==> src/rtl/pbtd_pkg.sv <==
// Package with item types, codes and decode functions of the branch target decoder.
package pbtd_pkg;

    localparam int unsigned WORD_BYTES = 4;
    localparam int unsigned CFG_IDX_W  = 1;

    localparam logic [31:0] ADDR_MASK = 32'hF0F0_F0F0;
    localparam logic [31:0] ALL_ONES  = 32'hFFFF_FFFF;
    localparam logic [31:0] EXEC_MASK = 32'hC000_0000;

    localparam logic [1:0] KIND_LOAD      = 2'd0;
    localparam logic [1:0] KIND_TRAP      = 2'd1;
    localparam logic [1:0] KIND_DIV_FAULT = 2'd2;
    localparam logic [1:0] KIND_MEM_FAULT = 2'd3;

    localparam logic [1:0] ACT_SKIP   = 2'd0;
    localparam logic [1:0] ACT_RETURN = 2'd1;
    localparam logic [1:0] ACT_JUMP   = 2'd2;

    localparam logic [CFG_IDX_W-1:0] REG_MAP_BASE    = 1'b0;
    localparam logic [CFG_IDX_W-1:0] REG_ENTRY_COUNT = 1'b1;

    // Upper eight opcode bits of the load/store groups decoded for a data fault.
    localparam logic [7:0] OPG_WORD_IMM   = 8'hE5;
    localparam logic [7:0] OPG_WORD_POST  = 8'hE4;
    localparam logic [7:0] OPG_HALF_IMM   = 8'hE1;
    localparam logic [7:0] OPG_HALF_POST  = 8'hE0;
    localparam logic [7:0] OPG_MULTIPLE   = 8'hE8;

    typedef enum logic [1:0] {
        S_IDLE,
        S_KEY,
        S_VER,
        S_DONE
    } t_state;

    typedef struct packed {
        logic [1:0]  kind;
        logic [5:0]  entry_index;
        logic [31:0] entry_key;
        logic [31:0] entry_value;
        logic [31:0] pc_value;
        logic [31:0] instruction_word;
        logic [31:0] stack_word;
        logic [31:0] link_value;
        logic [31:0] numerator_value;
        logic [31:0] fault_addr;
    } t_in_item;

    typedef struct packed {
        logic [31:0] destination;
        logic        valid_res;
        logic [1:0]  action;
        logic [31:0] new_pc;
        logic        pops_stack;
    } t_out_item;

    typedef struct packed {
        logic [31:0] key;
        logic [31:0] value;
    } t_entry;

    typedef struct packed {
        logic [31:0] dest;
        logic [31:0] link;
        logic        pops;
    } t_dec;

    function automatic logic [31:0] decode_value(input logic [31:0] v,
                                                 input logic [31:0] base);
        return v ^ base ^ ADDR_MASK;
    endfunction

    // Destination of a data fault taken from the load/store immediate.
    function automatic logic [31:0] ldst_dest(input logic [31:0] ins,
                                              input logic [31:0] fault,
                                              input logic [31:0] pc);
        logic        hit;
        logic        plus;
        logic [31:0] imm;
        logic [31:0] addr;
        logic [3:0]  n;
        n    = ins[23:20];
        hit  = 1'b0;
        plus = n[3];
        imm  = 32'({ins[11:8], ins[3:0]});
        case (ins[31:24])
            OPG_WORD_IMM: begin
                hit = 1'b1;
                imm = 32'(ins[11:0]);
            end
            OPG_WORD_POST: begin
                hit = !n[1];
                imm = 32'(ins[11:0]);
            end
            OPG_HALF_IMM: begin
                hit = n[2];
            end
            OPG_HALF_POST: begin
                hit = n[2] && !n[1];
            end
            OPG_MULTIPLE: begin
                hit  = (n[3:1] == 3'b100);
                plus = 1'b1;
                imm  = 32'd0;
            end
            default: begin
                hit = 1'b0;
            end
        endcase
        addr = plus ? (fault + imm) : (fault - imm);
        return hit ? (addr ^ pc ^ ALL_ONES) : 32'd0;
    endfunction

endpackage

==> src/rtl/protected_branch_target_decoder_top.sv <==
// Top level of the protected branch target decoder.
// Load item: written to the table when accepted; the next item may follow in the next cycle.
// Trap item: a key scan, then a verify scan, each over at most N = min(entry_count,
// MAX_ENTRIES) entries, one table read per cycle on one memory port.
// Fault items: the verify scan alone.
// Synchronous active-low reset clears control and configuration; the table is undefined.
module protected_branch_target_decoder_top #(
    parameter int unsigned MAX_ENTRIES = 64
) (
    input  logic                           i_clk,
    input  logic                           i_rst_n,
    input  logic                           i_in_valid,
    output logic                           o_in_ready,
    input  pbtd_pkg::t_in_item             i_in_data,
    output logic                           o_out_valid,
    input  logic                           i_out_ready,
    output pbtd_pkg::t_out_item            o_out_data,
    input  logic                           i_cfg_we,
    input  logic [pbtd_pkg::CFG_IDX_W-1:0] i_cfg_idx,
    input  logic [31:0]                    i_cfg_wdata
);

    localparam int unsigned AW = (MAX_ENTRIES > 1) ? $clog2(MAX_ENTRIES) : 1;
    localparam int unsigned CW = $clog2(MAX_ENTRIES + 1);

    pbtd_pkg::t_dec   dec;
    logic             wr_en;
    logic [AW-1:0]    wr_addr;
    pbtd_pkg::t_entry wr_data;
    logic             rd_en;
    logic [AW-1:0]    rd_addr;
    pbtd_pkg::t_entry rd_data;

    pbtd_dec u_dec (
        .i_item (i_in_data),
        .o_dec  (dec)
    );

    pbtd_table #(
        .DEPTH (MAX_ENTRIES),
        .AW    (AW)
    ) u_table (
        .i_clk     (i_clk),
        .i_wr_en   (wr_en),
        .i_wr_addr (wr_addr),
        .i_wr_data (wr_data),
        .i_rd_en   (rd_en),
        .i_rd_addr (rd_addr),
        .o_rd_data (rd_data)
    );

    pbtd_ctrl #(
        .MAX_ENTRIES (MAX_ENTRIES),
        .AW          (AW),
        .CW          (CW)
    ) u_ctrl (
        .i_clk       (i_clk),
        .i_rst_n     (i_rst_n),
        .i_in_valid  (i_in_valid),
        .o_in_ready  (o_in_ready),
        .i_in_data   (i_in_data),
        .i_dec       (dec),
        .o_out_valid (o_out_valid),
        .i_out_ready (i_out_ready),
        .o_out_data  (o_out_data),
        .i_cfg_we    (i_cfg_we),
        .i_cfg_idx   (i_cfg_idx),
        .i_cfg_wdata (i_cfg_wdata),
        .o_wr_en     (wr_en),
        .o_wr_addr   (wr_addr),
        .o_wr_data   (wr_data),
        .o_rd_en     (rd_en),
        .o_rd_addr   (rd_addr),
        .i_rd_data   (rd_data)
    );

endmodule

==> src/rtl/pbtd_table.sv <==
// Target table memory holding key/value entries with a registered read port.
module pbtd_table #(
    parameter int unsigned DEPTH = 64,
    parameter int unsigned AW    = 6
) (
    input  logic             i_clk,
    input  logic             i_wr_en,
    input  logic [AW-1:0]    i_wr_addr,
    input  pbtd_pkg::t_entry i_wr_data,
    input  logic             i_rd_en,
    input  logic [AW-1:0]    i_rd_addr,
    output pbtd_pkg::t_entry o_rd_data
);

    pbtd_pkg::t_entry r_mem [DEPTH];
    pbtd_pkg::t_entry r_rd;

    always_ff @(posedge i_clk) begin
        if (i_wr_en) begin
            r_mem[i_wr_addr] <= i_wr_data;
        end
        if (i_rd_en) begin
            r_rd <= r_mem[i_rd_addr];
        end
    end

    assign o_rd_data = r_rd;

endmodule

==> src/rtl/pbtd_dec.sv <==
// Destination decoder for divide faults and memory faults; for traps it sets only the stack pop and link.
module pbtd_dec (
    input  pbtd_pkg::t_in_item i_item,
    output pbtd_pkg::t_dec     o_dec
);

    always_comb begin
        o_dec.dest = 32'd0;
        o_dec.link = i_item.link_value;
        o_dec.pops = 1'b0;
        case (i_item.kind)
            pbtd_pkg::KIND_TRAP: begin
                o_dec.pops = 1'b1;
            end
            pbtd_pkg::KIND_DIV_FAULT: begin
                o_dec.dest = i_item.numerator_value ^ pbtd_pkg::ALL_ONES ^ i_item.pc_value;
            end
            pbtd_pkg::KIND_MEM_FAULT: begin
                if (i_item.fault_addr == i_item.pc_value) begin
                    o_dec.dest = i_item.fault_addr ^ pbtd_pkg::EXEC_MASK;
                    o_dec.pops = 1'b1;
                    o_dec.link = i_item.stack_word;
                end else begin
                    o_dec.dest = pbtd_pkg::ldst_dest(i_item.instruction_word,
                                                     i_item.fault_addr,
                                                     i_item.pc_value);
                end
            end
            default: begin
                o_dec.dest = 32'd0;
            end
        endcase
    end

endmodule

==> src/rtl/pbtd_ctrl.sv <==
// Sequencer for table loads, key search, target verification and the result register.
module pbtd_ctrl #(
    parameter int unsigned MAX_ENTRIES = 64,
    parameter int unsigned AW          = 6,
    parameter int unsigned CW          = 7
) (
    input  logic                             i_clk,
    input  logic                             i_rst_n,
    input  logic                             i_in_valid,
    output logic                             o_in_ready,
    input  pbtd_pkg::t_in_item               i_in_data,
    input  pbtd_pkg::t_dec                   i_dec,
    output logic                             o_out_valid,
    input  logic                             i_out_ready,
    output pbtd_pkg::t_out_item              o_out_data,
    input  logic                             i_cfg_we,
    input  logic [pbtd_pkg::CFG_IDX_W-1:0]   i_cfg_idx,
    input  logic [31:0]                      i_cfg_wdata,
    output logic                             o_wr_en,
    output logic [AW-1:0]                    o_wr_addr,
    output pbtd_pkg::t_entry                 o_wr_data,
    output logic                             o_rd_en,
    output logic [AW-1:0]                    o_rd_addr,
    input  pbtd_pkg::t_entry                 i_rd_data
);

    pbtd_pkg::t_state    r_state, n_state;
    logic [CW-1:0]       r_idx, n_idx;
    logic [CW-1:0]       r_len, n_len;
    logic                r_pend, n_pend;
    logic                r_ok, n_ok;
    logic [31:0]         r_dest, n_dest;
    logic [31:0]         r_link, n_link;
    logic [31:0]         r_pc, n_pc;
    logic [31:0]         r_key, n_key;
    logic                r_pops, n_pops;
    logic                r_ovalid, n_ovalid;
    pbtd_pkg::t_out_item r_out, n_out;
    logic [31:0]         r_map_base, n_map_base;
    logic [6:0]          r_entry_count, n_entry_count;

    logic                accept;
    logic                issue;
    logic [31:0]         cnt_ext;
    logic [31:0]         slot_ext;
    logic [CW-1:0]       search_len;
    logic [31:0]         rd_dest;

    assign accept   = i_in_valid && o_in_ready;
    assign issue    = (r_idx < r_len);
    assign cnt_ext  = 32'(r_entry_count);
    assign slot_ext = 32'(i_in_data.entry_index);
    assign rd_dest  = pbtd_pkg::decode_value(i_rd_data.value, r_map_base);
    assign search_len = (cnt_ext > 32'(MAX_ENTRIES)) ? CW'(MAX_ENTRIES) : cnt_ext[CW-1:0];

    always_ff @(posedge i_clk) begin
        if (!i_rst_n) begin
            r_state       <= pbtd_pkg::S_IDLE;
            r_idx         <= '0;
            r_len         <= '0;
            r_pend        <= 1'b0;
            r_ovalid      <= 1'b0;
            r_map_base    <= 32'd0;
            r_entry_count <= 7'd0;
        end else begin
            r_state       <= n_state;
            r_idx         <= n_idx;
            r_len         <= n_len;
            r_pend        <= n_pend;
            r_ovalid      <= n_ovalid;
            r_map_base    <= n_map_base;
            r_entry_count <= n_entry_count;
        end
    end

    always_ff @(posedge i_clk) begin
        r_ok   <= n_ok;
        r_dest <= n_dest;
        r_link <= n_link;
        r_pc   <= n_pc;
        r_key  <= n_key;
        r_pops <= n_pops;
        r_out  <= n_out;
    end

    always_comb begin
        n_state       = r_state;
        n_idx         = r_idx;
        n_len         = r_len;
        n_pend        = r_pend;
        n_ok          = r_ok;
        n_dest        = r_dest;
        n_link        = r_link;
        n_pc          = r_pc;
        n_key         = r_key;
        n_pops        = r_pops;
        n_ovalid      = r_ovalid;
        n_out         = r_out;
        n_map_base    = r_map_base;
        n_entry_count = r_entry_count;
        o_in_ready    = 1'b0;
        o_wr_en       = 1'b0;
        o_wr_addr     = slot_ext[AW-1:0];
        o_wr_data.key   = i_in_data.entry_key;
        o_wr_data.value = i_in_data.entry_value;
        o_rd_en       = 1'b0;
        o_rd_addr     = r_idx[AW-1:0];

        if (i_cfg_we) begin
            case (i_cfg_idx)
                pbtd_pkg::REG_MAP_BASE:    n_map_base    = i_cfg_wdata;
                pbtd_pkg::REG_ENTRY_COUNT: n_entry_count = i_cfg_wdata[6:0];
                default:                   n_map_base    = r_map_base;
            endcase
        end

        if (r_ovalid && i_out_ready) begin
            n_ovalid = 1'b0;
        end

        case (r_state)
            pbtd_pkg::S_IDLE: begin
                o_in_ready = 1'b1;
                if (accept) begin
                    if (i_in_data.kind == pbtd_pkg::KIND_LOAD) begin
                        o_wr_en = (slot_ext < 32'(MAX_ENTRIES));
                    end else begin
                        n_pc    = i_in_data.pc_value;
                        n_key   = i_in_data.stack_word;
                        n_link  = i_dec.link;
                        n_pops  = i_dec.pops;
                        n_dest  = i_dec.dest;
                        n_idx   = '0;
                        n_len   = search_len;
                        n_pend  = 1'b0;
                        n_state = (i_in_data.kind == pbtd_pkg::KIND_TRAP) ?
                                  pbtd_pkg::S_KEY : pbtd_pkg::S_VER;
                    end
                end
            end
            pbtd_pkg::S_KEY: begin
                o_rd_en = issue;
                n_pend  = issue;
                if (issue) begin
                    n_idx = r_idx + CW'(1);
                end
                if (r_pend && (i_rd_data.key == r_key)) begin
                    n_dest  = rd_dest;
                    n_idx   = '0;
                    n_pend  = 1'b0;
                    n_state = pbtd_pkg::S_VER;
                end else if (!issue && !r_pend) begin
                    n_dest  = 32'd0;
                    n_idx   = '0;
                    n_pend  = 1'b0;
                    n_state = pbtd_pkg::S_VER;
                end
            end
            pbtd_pkg::S_VER: begin
                if (r_dest == r_map_base) begin
                    n_ok    = 1'b1;
                    n_pend  = 1'b0;
                    n_state = pbtd_pkg::S_DONE;
                end else begin
                    o_rd_en = issue;
                    n_pend  = issue;
                    if (issue) begin
                        n_idx = r_idx + CW'(1);
                    end
                    if (r_pend && (rd_dest == r_dest)) begin
                        n_ok    = 1'b1;
                        n_pend  = 1'b0;
                        n_state = pbtd_pkg::S_DONE;
                    end else if (!issue && !r_pend) begin
                        n_ok    = 1'b0;
                        n_state = pbtd_pkg::S_DONE;
                    end
                end
            end
            pbtd_pkg::S_DONE: begin
                if (!r_ovalid || i_out_ready) begin
                    n_out.destination = r_dest;
                    n_out.valid_res   = r_ok;
                    n_out.action      = pbtd_pkg::ACT_SKIP;
                    n_out.new_pc      = 32'd0;
                    n_out.pops_stack  = 1'b0;
                    if (r_ok) begin
                        n_out.pops_stack = r_pops;
                        if (r_dest == r_map_base) begin
                            n_out.action = pbtd_pkg::ACT_RETURN;
                            n_out.new_pc = r_link;
                        end else if (r_dest == 32'd0) begin
                            n_out.new_pc = r_pc + 32'(pbtd_pkg::WORD_BYTES);
                        end else begin
                            n_out.action = pbtd_pkg::ACT_JUMP;
                            n_out.new_pc = r_dest;
                        end
                    end
                    n_ovalid = 1'b1;
                    n_state  = pbtd_pkg::S_IDLE;
                end
            end
            default: begin
                n_state = pbtd_pkg::S_IDLE;
            end
        endcase
    end

    assign o_out_valid = r_ovalid;
    assign o_out_data  = r_out;

endmodule

==> config.mk <==
export PLATFORM = sky130hd
export DESIGN_NAME = protected_branch_target_decoder_top
export DESIGN_NICKNAME = d
export VERILOG_FILES = /design/src/rtl/pbtd_pkg.sv /design/src/rtl/protected_branch_target_decoder_top.sv /design/src/rtl/pbtd_table.sv /design/src/rtl/pbtd_dec.sv /design/src/rtl/pbtd_ctrl.sv
export SDC_FILE = /design/constraint.sdc
export NUM_CORES = 2
export LEC_CHECK = 0
export ABC_CLOCK_PERIOD_IN_PS = 9700
export BUFFER_PORTS_ARGS = -buffer_cell sky130_fd_sc_hd__buf_2
export CELL_PAD_IN_SITES_DETAIL_PLACEMENT = 0
export CELL_PAD_IN_SITES_GLOBAL_PLACEMENT = 1
export CORE_MARGIN = 3
export CORE_UTILIZATION = 55
export DETAILED_ROUTE_END_ITERATION = 7
export GPL_TIMING_DRIVEN = 0
export PLACE_DENSITY_LB_ADDON = 0.05
export SYNTH_ARGS = -nofsm -noshare
export SYNTH_HDL_FRONTEND = slang
export SYNTH_SLANG_ARGS = --single-unit
==> constraint.sdc <==
create_clock -name i_clk -period 9.7 [get_ports i_clk]
set_input_delay 0.97 -clock i_clk [delete_from_list [all_inputs] [get_ports i_clk]]
set_output_delay 0.97 -clock i_clk [all_outputs]
set_load 0.02 [all_outputs]
==> results.md <==
* Status: completed
* Final Cycle Share at 63.51%
* Final Setup Violations at 0
* Synth warn at 0
* Synthesized area per cell at 23.30 um2
* Gpl congestion at 0.9278
* Core area at 310100 um2
* Final Routed Wirelength at 490200 um
* Die Wd at 565.4 um
* CTS tree: built
* CTS hold repair buffers at 0
* Worst hold path type: in -> reg
* Via density at ~6.6
* Nets at between 8k and 9k
* Max Clk Rate at 162.3 MHz
* Final Critical Period at 6160 ps
* # clock sinks at 4415
* I/O pin cnt at 372
* Crit. End Element: flip-flop
* Relative slew margins at 4.869%
* IO buf count at 355
* Final max-slew violation count at 0
* Starting density of the core at 55.50%
* Synth Instances at 7389
* Area delta synth->final at 15.81%
* CTS H-tree depth at 5
* Design Area, Final at 199300 um2
* Unrepaired setup endpoints after global routing: no
* Layout cell share with drive strength beyond 1 at 31.12%
* Worst slack at placement at between 2000 and 3000 ps
* Worst Setup Slack, final at about 3500 ps
* Critical path peak fanout at 8
* Post-synth EDFFs at between 4k and 5k
* Yosys reg bits at 4415
* Antenna violations before repair at 57
* First-pass GRT wire length at around 680000 um
* 1st-pass router iterations at 6
* Postcts setup bufs at 0
* Largest net degree at the start of global routing at 105
* Register area at approximately 130000 um2
* Layout Skew at 92.01 ps
* Dpl hpwl at 341200 um
* Kind of critical path: in -> reg
* Crit path DAT at 6780 ps
* Setup tns final at 0 ps
* Vert. Die Dim at roughly 570 um
* Seq/Total Area, Yosys at 76.69%
* Placed cell areas at between 150000 and 200000 um2
* Clk buf depth at 4
* # resized after CTS at 0
* Tot GR Track Use at a little under a third
* Required @ worst endpoint at 10320 ps
* Clock transition at path regs at about 60 ps
* Vias in the first global route at approximately 84k
* P_leak at 60.40 nW
* Via Count at 85.98k
* Filler Cells Inserted at 20.53k
* PwrDens at around 210 nW/um2
* Die area at 319700 um2
* Worst setup SP type: input port
* Max-Cap Viols at 0
* WL per Instance at 37.85 um
* Finished Layout Cells at 12.95k
* Clk root buf: clkbuf_16
* Net Count, Synth at 7735
* DRC viols at 0
* TritonCTS Buffers at 447
* Starting DRC count in detailed routing at ~11k
* Antenna Violating Nets Remaining at 0
* Ys async rst share at 0%
* Worst Max-Slew Pin Slew at between 1000 and 1500 ps
* Worst-Skew Late Latency at roughly 990 ps
* Synth cell types at 79
* Top FF cell, synth: edfxtp_1
* Multi-input gate area at 39100 um2
* Rows at just over 200
* Peak VDD IR at 0.1773 mV
* Placed cells at 12.09k
* Gr ovfl total at 0
* Final hold viol count at 0
* Cell area after synthesis at 172100 um2
## Yosys cell counts, drive strengths merged (6+ instances only)
| cell type | instances | share of area (%) |
|---|---|---|
| ha | 43 | 0.31 |
| or4 | 6 | 0.026 |
| nor2b | 11 | 0.040 |
| a21oi | 61 | 0.18 |
| dfxtp | 57 | 0.66 |
| nand3 | 34 | 0.10 |
| nor3 | 26 | 0.085 |
| nand2b | 15 | 0.055 |
| and3 | 10 | 0.036 |
| o221a | 8 | 0.052 |
| a221oi | 11 | 0.060 |
| a21o | 18 | 0.079 |
| a21boi | 48 | 0.21 |
| clkbuf | 274 | 0.60 |
| inv | 36 | 0.080 |
| nor4 | 28 | 0.11 |
| o22ai | 22 | 0.080 |
| nand3b | 13 | 0.057 |
| xnor2 | 172 | 0.88 |
| a22oi | 13 | 0.057 |
| edfxtp | 4358 | 76 |
| o21ai | 63 | 0.18 |
| nor2 | 164 | 0.37 |
| nand4 | 37 | 0.13 |
| xor2 | 105 | 0.53 |
| buf | 89 | 0.21 |
| a211oi | 28 | 0.13 |
| mux4 | 1344 | 18 |
| a222oi | 8 | 0.047 |
| o211ai | 7 | 0.033 |
| mux2 | 32 | 0.21 |
| o21a | 12 | 0.052 |
| nand2 | 167 | 0.37 |
| nor3b | 9 | 0.045 |
## sequential cells by signal (all words and copies together), names as in the netlist, 2 cells and up
register / flops
u_ctrl.r_len: 7
u_ctrl.o_out_data: 68
u_ctrl.r_entry_count: 7
u_ctrl.r_link: 32
u_table.r_mem: 4096
u_ctrl.r_pc: 32
u_ctrl.r_map_base: 32
u_ctrl.r_dest: 32
u_table.o_rd_data: 64
u_ctrl.r_idx: 7
u_ctrl.r_key: 32
u_ctrl.r_state: 2
## worst max-delay path, stage by stage
cell and delay (ps):
buf_2 110, nor3b_2 200, nand4_1 210, a221oi_1 710, a21oi_1 180, nand3b_1 400
a21oi_1 90, ha_1 300, nand2_1 50, o21ai_0 130, ha_1 350, a21oi_1 140
o21ai_0 130, a221o_1 350, a31oi_1 710, o22ai_1 230, nor4_2 390, a211oi_2 90
a2111oi_4 430, nor2_1 110, a2111oi_2 320, o221ai_1 140
## power by group
| group | total (mW) | switching, mW | internal (mW) |
|---|---|---|---|
| Combinational | 2.57 | 1.58 | 0.987 |
| Sequential | 21.7 | 0.344 | 21.3 |
| Clock | 17.5 | 7.27 | 10.2 |
## through the flow
step | utilization (%) | total power, mW | hold slack [ps]
4_1_cts | 64.24 | 41.97 | 133.1
3_5_place_dp | 59.40 | 24.62 | 466.0
5_1_grt | 64.26 | 42.86 | 157.6
6_report | 64.28 | 41.73 | 202.6
3_3_place_gp | 57.74 | 24.56 | 463.1
2_1_floorplan | - | 23.34 | 441.0
## layer usage
metal	share of wire (%)	track usage [%]	vias up
met2	48	47.61	4615
li1	-	-	33790
met4	3.3	10.01	20
met5	0.028	0	-
met1	39	45.07	46780
met3	9.5	5.930	773
## worst paths after layout
path / start / endpoint / slack [ps] / depth (start not counted)
max reg2reg: u_ctrl.r_idx[0]$_SDFFE_PN0P_ / u_table.o_rd_data[52]$_DFFE_PP_ / 4140 / 7
min: i_in_data[110] / u_ctrl.r_key[14]$_DFFE_PP_ / 200 / 1
min reg2reg: u_ctrl.r_len[4]$_SDFFE_PN0P_ / u_ctrl.r_len[4]$_SDFFE_PN0P_ / 470 / 2
max: i_in_data[153] / u_ctrl.r_dest[26]$_DFFE_PP_ / 3540 / 22
## area by class of cell
cell class,instances,share of cell area [%]
repair buffers,577,3.217
clock inverters,302,1.714
diodes,35,0.04394
clock buffers,528,5.807
inverters,38,0.07532
well taps,4120,2.586
plain buffers,363,0.7212
multi-input cells,2573,19.61
flip-flops and latches,4415,66.22
## cells by family after synthesis
group / share of synthesized area, %
mux: 17.82
xor+xnor: 1.409
compound gates: 1.318
simple gates: 1.521
buf+inv: 0.8876
fa+ha+maj: 0.3489
flops: 76.69
## placed cells by master (no fill, tap or decap), drive strengths merged, types with 57 or more instances in the layout
cell / count
xnor2: 172
clkbuf: 804
mux4: 1344
edfxtp: 4358
nor2: 164
dfxtp: 57
a21oi: 61
xor2: 105
buf: 664
bufinv: 64
clkinv: 220
nand2: 167
o21ai: 63
Note: power is estimated with default switching activity, not from simulation.
